<file path="config.mk">
export PLATFORM = sky130hd
export DESIGN_NAME = adaptive_frame_skip_regulator_top
export DESIGN_NICKNAME = d
export VERILOG_FILES = /design/src/design/afsr_pkg.sv /design/src/design/afsr_cfg_regs.sv /design/src/design/afsr_step.sv /design/src/design/adaptive_frame_skip_regulator_top.sv
export SDC_FILE = /design/constraint.sdc
export NUM_CORES = 1
export LEC_CHECK = 0
export BUFFER_PORTS_ARGS = -buffer_cell sky130_fd_sc_hd__clkbuf_2
export CAP_MARGIN = 20
export CORE_MARGIN = 2
export CORE_UTILIZATION = 42
export CTS_CLUSTER_SIZE = 24
export DETAILED_ROUTE_END_ITERATION = 10
export GPL_ROUTABILITY_DRIVEN = 0
export GPL_TIMING_DRIVEN = 0
export PLACE_DENSITY = 0.68
export SLEW_MARGIN = 0
export SYNTH_ARGS = -nofsm -noshare
export SYNTH_HDL_FRONTEND = slang
export SYNTH_HIERARCHICAL = 1
export SYNTH_SLANG_ARGS = --single-unit
</file>
<file path="constraint.sdc">
create_clock -name clk -period 10.86 [get_ports clk]
set_input_delay 1.629 -clock clk [delete_from_list [all_inputs] [get_ports clk]]
set_output_delay 1.629 -clock clk [all_outputs]
set_load 0.02 [all_outputs]
</file>
<file path="src/design/afsr_pkg.sv">
// Package with the shared types and constants of the frame skip regulator.
`timescale 1ns / 1ps

package afsr_pkg;

  // Saturation limits of the frame counters and the wait count.
  localparam logic [9:0] COUNT_MAX = 10'd1023;
  localparam logic [7:0] WAIT_MAX  = 8'd255;

  // Configuration register indexes.
  localparam logic [1:0] CFG_TARGET_RATE = 2'd0;
  localparam logic [1:0] CFG_SKIP_LIMIT  = 2'd1;
  localparam logic [1:0] CFG_WAIT_ENABLE = 2'd2;

  // Configuration register reset values.
  localparam logic [7:0] TARGET_RATE_RST = 8'd0;
  localparam logic [3:0] SKIP_LIMIT_RST  = 4'd5;
  localparam logic       WAIT_ENABLE_RST = 1'b1;

  // Current configuration.
  typedef struct packed {
    logic [7:0] target_rate;
    logic [3:0] skip_limit;
    logic       wait_enable;
  } afsr_cfg_t;

  // Event raised when the skip limit is written, so the skip amount can be clamped.
  typedef struct packed {
    logic       limit_wr;
    logic [3:0] limit_val;
  } afsr_cfg_wr_t;

  // Regulator state carried from one frame to the next.
  typedef struct packed {
    logic [3:0]  skip_left;
    logic [3:0]  skip_now;
    logic [9:0]  second_frames;
    logic [9:0]  shown_rate;
    logic [31:0] second_mark;
    logic [9:0]  tenth_frames;
    logic [31:0] tenth_mark;
    logic [7:0]  wait_count;
  } afsr_state_t;

  // One result item.
  typedef struct packed {
    logic       draw_frame;
    logic [9:0] rate_value;
    logic [3:0] skip_amount;
    logic [7:0] wait_amount;
    logic [7:0] sleep_ticks;
  } afsr_result_t;

endpackage

</file>
<file path="src/design/afsr_cfg_regs.sv">
// Configuration registers of the frame skip regulator.
`timescale 1ns / 1ps

module afsr_cfg_regs
  import afsr_pkg::*;
(
  input  logic         clk,
  input  logic         rst_n,
  input  logic         cfg_valid,
  output logic         cfg_ready,
  input  logic [1:0]   cfg_index,
  input  logic [7:0]   cfg_data,
  output afsr_cfg_t    cfg,
  output afsr_cfg_wr_t cfg_wr
);

  afsr_cfg_t cfg_r;
  afsr_cfg_t cfg_nxt;
  logic      wr_en;

  // Writes are always taken.
  assign cfg_ready = 1'b1;
  assign wr_en     = cfg_valid;

  // Decode the register index; an unknown index leaves every register alone.
  always_comb begin
    cfg_nxt = cfg_r;
    if (wr_en) begin
      case (cfg_index)
        CFG_TARGET_RATE: cfg_nxt.target_rate = cfg_data;
        CFG_SKIP_LIMIT:  cfg_nxt.skip_limit  = cfg_data[3:0];
        CFG_WAIT_ENABLE: cfg_nxt.wait_enable = cfg_data[0];
        default:         cfg_nxt = cfg_r;
      endcase
    end
  end

  always_ff @(posedge clk) begin
    if (!rst_n) begin
      cfg_r.target_rate <= TARGET_RATE_RST;
      cfg_r.skip_limit  <= SKIP_LIMIT_RST;
      cfg_r.wait_enable <= WAIT_ENABLE_RST;
    end else begin
      cfg_r <= cfg_nxt;
    end
  end

  // Tell the state logic about a skip limit write in the same cycle.
  assign cfg_wr.limit_wr  = wr_en && (cfg_index == CFG_SKIP_LIMIT);
  assign cfg_wr.limit_val = cfg_data[3:0];
  assign cfg              = cfg_r;

endmodule

</file>
<file path="src/design/afsr_step.sv">
// Per-frame decision logic: draw decision, rate windows and skip/wait regulation.
`timescale 1ns / 1ps

module afsr_step
  import afsr_pkg::*;
#(
  parameter int unsigned TICKS_PER_SECOND = 100
) (
  input  afsr_state_t  state,
  input  afsr_cfg_t    cfg,
  input  logic [31:0]  tick_now,
  output afsr_state_t  state_nxt,
  output afsr_result_t result
);

  localparam logic [31:0] SECOND_TICKS = 32'(TICKS_PER_SECOND);
  localparam logic [31:0] TENTH_TICKS  = 32'(TICKS_PER_SECOND / 10);

  logic        draw;
  logic [9:0]  sf_inc;
  logic [9:0]  tf_inc;
  logic [31:0] sec_delta;
  logic [31:0] tenth_delta;
  logic        sec_hit;
  logic        tenth_hit;
  logic [13:0] rate10;
  logic        too_slow;
  logic        too_fast;
  logic        reg_on;

  // Saturating frame counts and wrapped tick distances.
  assign draw        = (state.skip_left == 4'd0);
  assign sf_inc      = (state.second_frames < COUNT_MAX) ? state.second_frames + 10'd1 : COUNT_MAX;
  assign tf_inc      = (state.tenth_frames < COUNT_MAX) ? state.tenth_frames + 10'd1 : COUNT_MAX;
  assign sec_delta   = tick_now - state.second_mark;
  assign tenth_delta = tick_now - state.tenth_mark;
  assign sec_hit     = (sec_delta >= SECOND_TICKS);
  assign tenth_hit   = (tenth_delta >= TENTH_TICKS);
  assign reg_on      = (cfg.target_rate != 8'd0);

  // Ten times the frames of the tenth, as shift and add.
  assign rate10   = {1'b0, tf_inc, 3'b000} + {3'b000, tf_inc, 1'b0};
  assign too_slow = (rate10 < {6'd0, cfg.target_rate});
  assign too_fast = (rate10 > {6'd0, cfg.target_rate});

  always_comb begin
    state_nxt = state;

    // One-second rate window.
    if (sec_hit) begin
      state_nxt.second_mark   = tick_now;
      state_nxt.shown_rate    = sf_inc;
      state_nxt.second_frames = 10'd0;
    end else begin
      state_nxt.second_frames = sf_inc;
    end

    // Skip countdown reloads from the skip amount held before regulation.
    if (draw) begin
      state_nxt.skip_left = state.skip_now;
    end else begin
      state_nxt.skip_left = state.skip_left - 4'd1;
    end

    // Tenth-second regulation, only with a target set.
    if (reg_on) begin
      if (!tenth_hit) begin
        state_nxt.tenth_frames = tf_inc;
      end else begin
        state_nxt.tenth_mark   = tick_now;
        state_nxt.tenth_frames = 10'd0;
        if (too_slow) begin
          if (state.wait_count != 8'd0) begin
            state_nxt.wait_count = state.wait_count - 8'd1;
          end else if (state.skip_now < cfg.skip_limit) begin
            state_nxt.skip_now = state.skip_now + 4'd1;
          end
        end else if (too_fast) begin
          if (state.skip_now != 4'd0) begin
            state_nxt.skip_now = state.skip_now - 4'd1;
          end else if (cfg.wait_enable) begin
            state_nxt.wait_count = (state.wait_count < WAIT_MAX) ?
                                   state.wait_count + 8'd1 : WAIT_MAX;
          end
        end
      end
    end
  end

  // Result fields come from the updated state; the draw decision comes from the state before it.
  always_comb begin
    result.draw_frame  = draw;
    result.rate_value  = state_nxt.shown_rate;
    result.skip_amount = state_nxt.skip_now;
    result.wait_amount = state_nxt.wait_count;
    if (reg_on && cfg.wait_enable && (state_nxt.wait_count != 8'd0)) begin
      result.sleep_ticks = state_nxt.wait_count - 8'd1;
    end else begin
      result.sleep_ticks = 8'd0;
    end
  end

endmodule

</file>
<file path="src/design/adaptive_frame_skip_regulator_top.sv">
// Top level of the adaptive frame skip regulator.
`timescale 1ns / 1ps

// Usage:
// One input transfer per finished frame carries the tick count at the end of
// that frame. Each input transfer yields exactly one result transfer with the
// draw decision, the rate of the last full second, the skip amount, the wait
// count and the sleep length, in input order.
// Configuration writes use their own channel, index 0 target rate, 1 skip
// limit, 2 wait enable; other indexes are ignored. cfg_ready is always high.
// Write configuration only while no frame is in flight.
// Each accepted item passes through the input register and then the output
// registers. Throughput: one item per cycle while the receiver takes results;
// the state registers close the frame-to-frame loop between consecutive items.
// The input register and the output register each hold one item; when the
// receiver stalls, both fill and in_ready drops until out_ready returns.
// Reset (synchronous, active low) clears all regulator state and the
// pipeline, and restores target rate 0, skip limit 5 and wait enable 1.

module adaptive_frame_skip_regulator_top
  import afsr_pkg::*;
#(
  parameter int unsigned TICKS_PER_SECOND = 100
) (
  input  logic        clk,
  input  logic        rst_n,
  input  logic        in_valid,
  output logic        in_ready,
  input  logic [31:0] in_tick_now,
  output logic        out_valid,
  input  logic        out_ready,
  output logic        out_draw_frame,
  output logic [9:0]  out_rate_value,
  output logic [3:0]  out_skip_amount,
  output logic [7:0]  out_wait_amount,
  output logic [7:0]  out_sleep_ticks,
  input  logic        cfg_valid,
  output logic        cfg_ready,
  input  logic [1:0]  cfg_index,
  input  logic [7:0]  cfg_data
);

  afsr_cfg_t    cfg;
  afsr_cfg_wr_t cfg_wr;
  afsr_state_t  state_r;
  afsr_state_t  state_nxt;
  afsr_state_t  step_state;
  afsr_result_t step_result;
  afsr_result_t result_r;
  logic         s1_valid_r;
  logic [31:0]  s1_tick_r;
  logic         out_valid_r;
  logic         advance;

  afsr_cfg_regs u_cfg (
    .clk       (clk),
    .rst_n     (rst_n),
    .cfg_valid (cfg_valid),
    .cfg_ready (cfg_ready),
    .cfg_index (cfg_index),
    .cfg_data  (cfg_data),
    .cfg       (cfg),
    .cfg_wr    (cfg_wr)
  );

  afsr_step #(
    .TICKS_PER_SECOND (TICKS_PER_SECOND)
  ) u_step (
    .state     (state_r),
    .cfg       (cfg),
    .tick_now  (s1_tick_r),
    .state_nxt (step_state),
    .result    (step_result)
  );

  // The output register can take a new result when empty or being drained.
  assign advance  = !out_valid_r || out_ready;
  assign in_ready = !s1_valid_r || advance;

  // Input register.
  always_ff @(posedge clk) begin
    if (!rst_n) begin
      s1_valid_r <= 1'b0;
    end else if (in_ready) begin
      s1_valid_r <= in_valid;
    end
  end

  always_ff @(posedge clk) begin
    if (in_valid && in_ready) begin
      s1_tick_r <= in_tick_now;
    end
  end

  // State update on each processed frame, and skip clamp on a limit write.
  always_comb begin
    state_nxt = state_r;
    if (s1_valid_r && advance) begin
      state_nxt = step_state;
    end
    if (cfg_wr.limit_wr && (state_nxt.skip_now > cfg_wr.limit_val)) begin
      state_nxt.skip_now = cfg_wr.limit_val;
    end
  end

  always_ff @(posedge clk) begin
    if (!rst_n) begin
      state_r <= '0;
    end else begin
      state_r <= state_nxt;
    end
  end

  // Output register.
  always_ff @(posedge clk) begin
    if (!rst_n) begin
      out_valid_r <= 1'b0;
    end else if (advance) begin
      out_valid_r <= s1_valid_r;
    end
  end

  always_ff @(posedge clk) begin
    if (advance && s1_valid_r) begin
      result_r <= step_result;
    end
  end

  assign out_valid       = out_valid_r;
  assign out_draw_frame  = result_r.draw_frame;
  assign out_rate_value  = result_r.rate_value;
  assign out_skip_amount = result_r.skip_amount;
  assign out_wait_amount = result_r.wait_amount;
  assign out_sleep_ticks = result_r.sleep_ticks;

  // The skip amount never exceeds the configured limit.
  a_skip_within_limit: assert property (@(posedge clk) disable iff (!rst_n)
    state_r.skip_now <= cfg.skip_limit)
    else $error("skip amount above skip limit");

  // A nonzero reported sleep is one less than the reported wait count.
  a_sleep_matches_wait: assert property (@(posedge clk) disable iff (!rst_n)
    out_valid_r && (result_r.sleep_ticks != 8'd0) |->
    result_r.wait_amount == result_r.sleep_ticks + 8'd1)
    else $error("sleep length does not match wait count");

  // A frame leaving the input register shows up on the output next cycle.
  a_stage_moves: assert property (@(posedge clk) disable iff (!rst_n)
    s1_valid_r && advance |=> out_valid_r)
    else $error("processed frame lost between stages");

  // Input backpressure only when both registers are occupied.
  a_ready_low_full: assert property (@(posedge clk) disable iff (!rst_n)
    !in_ready |-> s1_valid_r && out_valid_r)
    else $error("input stalled with free pipeline space");

endmodule
</file>
# --- Yosys cells after proc, flatten, opt, wreduce, memory -nomap -nowiden ---
# Cells that the tools add are included.
# W data, S select, Z words.
classes:
  n_addsub: 11
  magnitude_cmp: 9
  n_reduce_logical: 22
  n_eq_ne: 2
  mux: 23
op_table:
  columns: ["cell", "count"]
  rows:
  - ["$mux W106", 1]
  - ["$sub A32 B32 Y32", 2]
  - ["$mux W50", 1]
  - ["$mux W8", 6]
  - ["$mux W42", 1]
  - ["$mux W10", 4]
  - ["$mux W40", 1]
  - ["$mux W4", 9]
  - ["$ge A32 B4 Y1 const B", 1]
  - ["$ge A32 B7 Y1 const B", 1]
  - ["$reduce_bool A8 Y1", 3]
  - ["$add A10 B1 Y10 const B", 2]
  - ["$lt A10 B10 Y1 const B", 2]
  - ["$sub A8 B1 Y8 const B", 2]
  - ["$add A13 B11 Y14", 1]
  - ["$gt A14 B8 Y1", 1]
  - ["$lt A14 B8 Y1", 1]
  - ["$reduce_and A2 Y1", 5]
  - ["$add A8 B1 Y8 const B", 1]
  - ["$lt A8 B8 Y1 const B", 1]
  - ["$sub A4 B1 Y4 const B", 2]
  - ["$logic_and A1 B1 Y1", 6]
  - ["$add A4 B1 Y4 const B", 1]
  - ["$gt A4 B4 Y1", 1]
  - ["9 further kinds", 11]
word_totals:
  inputBits: 47
  wordCells: 86
  ff_bits: 188
  output_inout_bits: 34

# --- Longest topological paths before layout ---
logic_depth:
  word_depth: 12
  mapped_depth: 28
  depth_no_buf: 26

# --- Cells and area by module ---
# Netlist, hierarchy kept.
modules_own_cells:
  columns: ["mod", "n_inst", "area_each_um2", "cells_per_inst", "seq_area_each_um2"]
  rows:
  - ["afsr_step", 1, 7900.1, 1137, 0.0]
  - ["adaptive_frame_skip_regulator_top", 1, 5910.7, 564, 4134.0]
  - ["afsr_cfg_regs", 1, 584.3, 62, 260.2]

# --- Worst setup path after synthesis ---
# OpenSTA, ideal clock, no wires.
synth_path:
  path_type: "register to register"
  startpoint: "register state_r[40] in the netlist's numbering"
  endpoint: "register state_r[104] in the netlist's numbering"
  path_slack_ns: 5.018
  required_ns: 10.744
  arrival_ns: 5.726
  path_stages_with_launch: 29
  setup_time_ns: 0.116
  path_buffers: 2
  synth_period_minus_slack_ns: 5.842
  cell_sequence: "dfxtp_1 ha_1 and4_1 clkbuf_1 and3_1 nand2_1 nand2_1 ha_1 fa_1 a21o_1 a211oi_1 a21oi_1 ha_1 nor3_1 a32oi_1 nor3_2 nand2_1 a2111oi_0 and2_1 a21oi_1 o21ai_0 o31ai_1 buf_4 mux2_2 ha_1 nand4_1 nand2_1 a21o_1 a31o_2"
synth_lines:
  columns: ["item", "line_no", "text"]
  rows:
  - ["start, declared", "adaptive_frame_skip_regulator_top.sv:45", "afsr_state_t state_r;"]
  - ["start signal, assigned", "adaptive_frame_skip_regulator_top.sv:110", "state_r <= state_nxt;"]

==> run summary <==
Status: finished, final reports clean
Clock-pin slew on the worst setup and hold paths: 0.08 ns
HPWL after DPL: 28660 um
Total CTS buffers: 17
Cells after synthesis: 1763
Die Wd: 189.1 um
Hold Path Class: reg2reg
DR pass1 iterations: 5
Synth top cells by count: nand2_1, a21oi_1, dfxtp_1, inv_1, ha_1
RSZ-0062 raised after global routing: no
Critical Path RT: 11.22 ns
Diodes inserted: 0
Dominant synthesized flop cell: dfxtp_1
WP data arrival: 7.21 ns
EDFF count, synth: 63
Max-Cap Viols: 0
DP Area: 0.01537 sq mm
Initial core utilization: 0.4282
Overall Global Routing Usage: 0.2141
FMAX: 146.0 MHz
Total Wirelength: 38370 um
Share of layout cells above drive strength 1: 0.1435
Initial antenna violation count: 0
Final Max Tran Viols: 0
Top area cells in the synthesized netlist: dfxtp_1, edfxtp_1, nand2_1, ha_1, a21oi_1
Hold_ws: 0.4565 ns
Floorplan core area: 0.03362 sq mm
Synth Cell Area: 0.01440 sq mm
Area share of the largest cell type after synthesis: 0.1738
Nature of the critical path startpoint: register
Final hold vios: 0
Power Total: 1.949 mW
Routed Antenna Nets: 0
Root Buffer: clkbuf_16
Post-Syn Nets: 1907
Vias/cell: 5.683
Worst slew pin tran: 1.039 ns
CP endpoint kind: register
Synth area leader: dfxtp_1
Final setup viols: 0
VDD IR-drop max: 0.1141 mV
Synthesized area per cell: 8.165 sq um
Util after Layout: 0.4750
Std-Cell Rows: 67
Die area: 0.03577 sq mm
Ys async rst share: 0
Bufs on Longest Clock Path: 2
Worst setup path class: reg2reg
Clock Latency Late Sink: 0.46 ns
Fin crit share: 0.6309
IO buf count: 79
Post-synth cell types: 107
Tmin final: 6.851 ns
Seq/Total Area, Yosys: 0.3053
WL/cell: 16.52 um
Rel. slew slack: 0.2891
Largest net degree at the start of global routing: 41
DR iter-0 viols: 1022
Static Leak: 6.212 nW
CTS tree: built
Resize count post-CTS: 0
Worst clock skew: 0.01107 ns
# nets final: 2006
CP max FO: 7
Final instance area: 0.01597 sq mm
Post-CTS Setup Repair Bufs: 0
Total negative slack: 0 ns
H-tree depth: 4
Synth-to-layout area growth: 10.93%
FF+latch count, synth: 188
Number of global-route vias before repair: 12420
Overflow after GRT: 0
Die Y: 189.1 um
Most common cell in the netlist: nand2_1
YS warnings: 6
Sink Count: 188
Hold_buf cts: 0
# IOs: 81
Power per Cell Area: 122.1 mW/mm^2
Drt drc: 0
Vias: 13200
Global-route wire length before repair: 62630 um
state kept, by name, indices dropped and copies added, names as in the netlist:
signal           cells
state_r            110
s1_tick_r           32
u_cfg/cfg           13
out_rate_value      10
out_sleep_ticks      8
out_wait_amount      8
out_skip_amount      4
out_draw_frame       1
out_valid            1
s1_valid_r           1
area by class of cell:
type	instances	area, sq um
inverters	120	450.4
well taps	448	560.5
plain buffers	115	681.9
clock inverters	15	171.4
multi-input cells	1340	8870
fillers	3245	17650
flip-flops and latches	188	4394
repair buffers	80	415.4
clock buffers	17	425.4
stage by stage:
step           cells  worst slack (ns)
2_1_floorplan   1763             5.018
3_3_place_gp    2290             4.233
3_5_place_dp    2291             4.143
4_1_cts         2323             4.111
5_1_grt         2323             3.499
6_report        2323             4.009
worst paths after layout:
check             cells after the start         from           end  slack, ns
setup / recovery                     27  state_r[40]  state_r[104]       4.01
hold / removal                        2  state_r[87]   state_r[87]       0.46
setup reg to reg                     27  state_r[40]  state_r[104]       4.01
hold reg to reg                       2  state_r[87]   state_r[87]       0.46
routing by layer:
layer  part of all wire  GRT usage
met5                  0          0
met4              0.020    0.06641
met3              0.051    0.03429
met2               0.46     0.3563
met1               0.46     0.2842
worst max-delay path, stage by stage (launching register included):
cell and delay, ns:
dfxtp_1 0.35, ha_1 0.25, and4_1 0.16, clkbuf_1 0.15
and3_1 0.23, nand2_1 0.17, nand2_1 0.15, ha_1 0.25
fa_1 0.43, a21o_1 0.18, a211oi_1 0.23, a21oi_1 0.09
ha_1 0.20, nor3_1 0.14, a32oi_1 0.17, nor3_2 0.27
nand2_1 0.24, a2111oi_0 0.97, nand4_1 0.23, o21ai_0 0.15
nand3_1 0.10, mux2i_1 0.33, buf_4 0.18, mux2_4 0.14
ha_1 0.25, a21oi_1 0.31, a2111oi_0 0.17, a31o_2 0.26
report_power, final:
| group | internal, mW | leakage [nW] | switching, mW |
|---|---|---|---|
| registers | 0.759 | 1.61 | 0.0228 |
| logic | 0.210 | 4.31 | 0.319 |
| clock network | 0.311 | 0.292 | 0.328 |
logic make-up (layout without fill, tap and decap cells):
family / Yosys count / count (layout) / synth area share
compound gates: 487 / 487 / 0.2219
xor+xnor: 35 / 35 / 0.02130
fa+ha+maj: 97 / 97 / 0.08588
buf+inv: 235 / 347 / 0.07866
flops: 188 / 188 / 0.3053
mux: 105 / 105 / 0.08023
other cells: 1 / 1 / 0.0002605
simple gates: 615 / 615 / 0.2065
cells in the final DEF, fill, tap and decap left out, types with 39 or more instances in the layout:
master / count
nand2_1: 316
a21oi_1: 190
dfxtp_1: 125
inv_1: 119
ha_1: 94
clkbuf_2: 79
nor2_1: 67
edfxtp_1: 63
o21ai_0: 55
mux2_2: 39
clkbuf_1: 39
(Power assumes the default switching activity.)
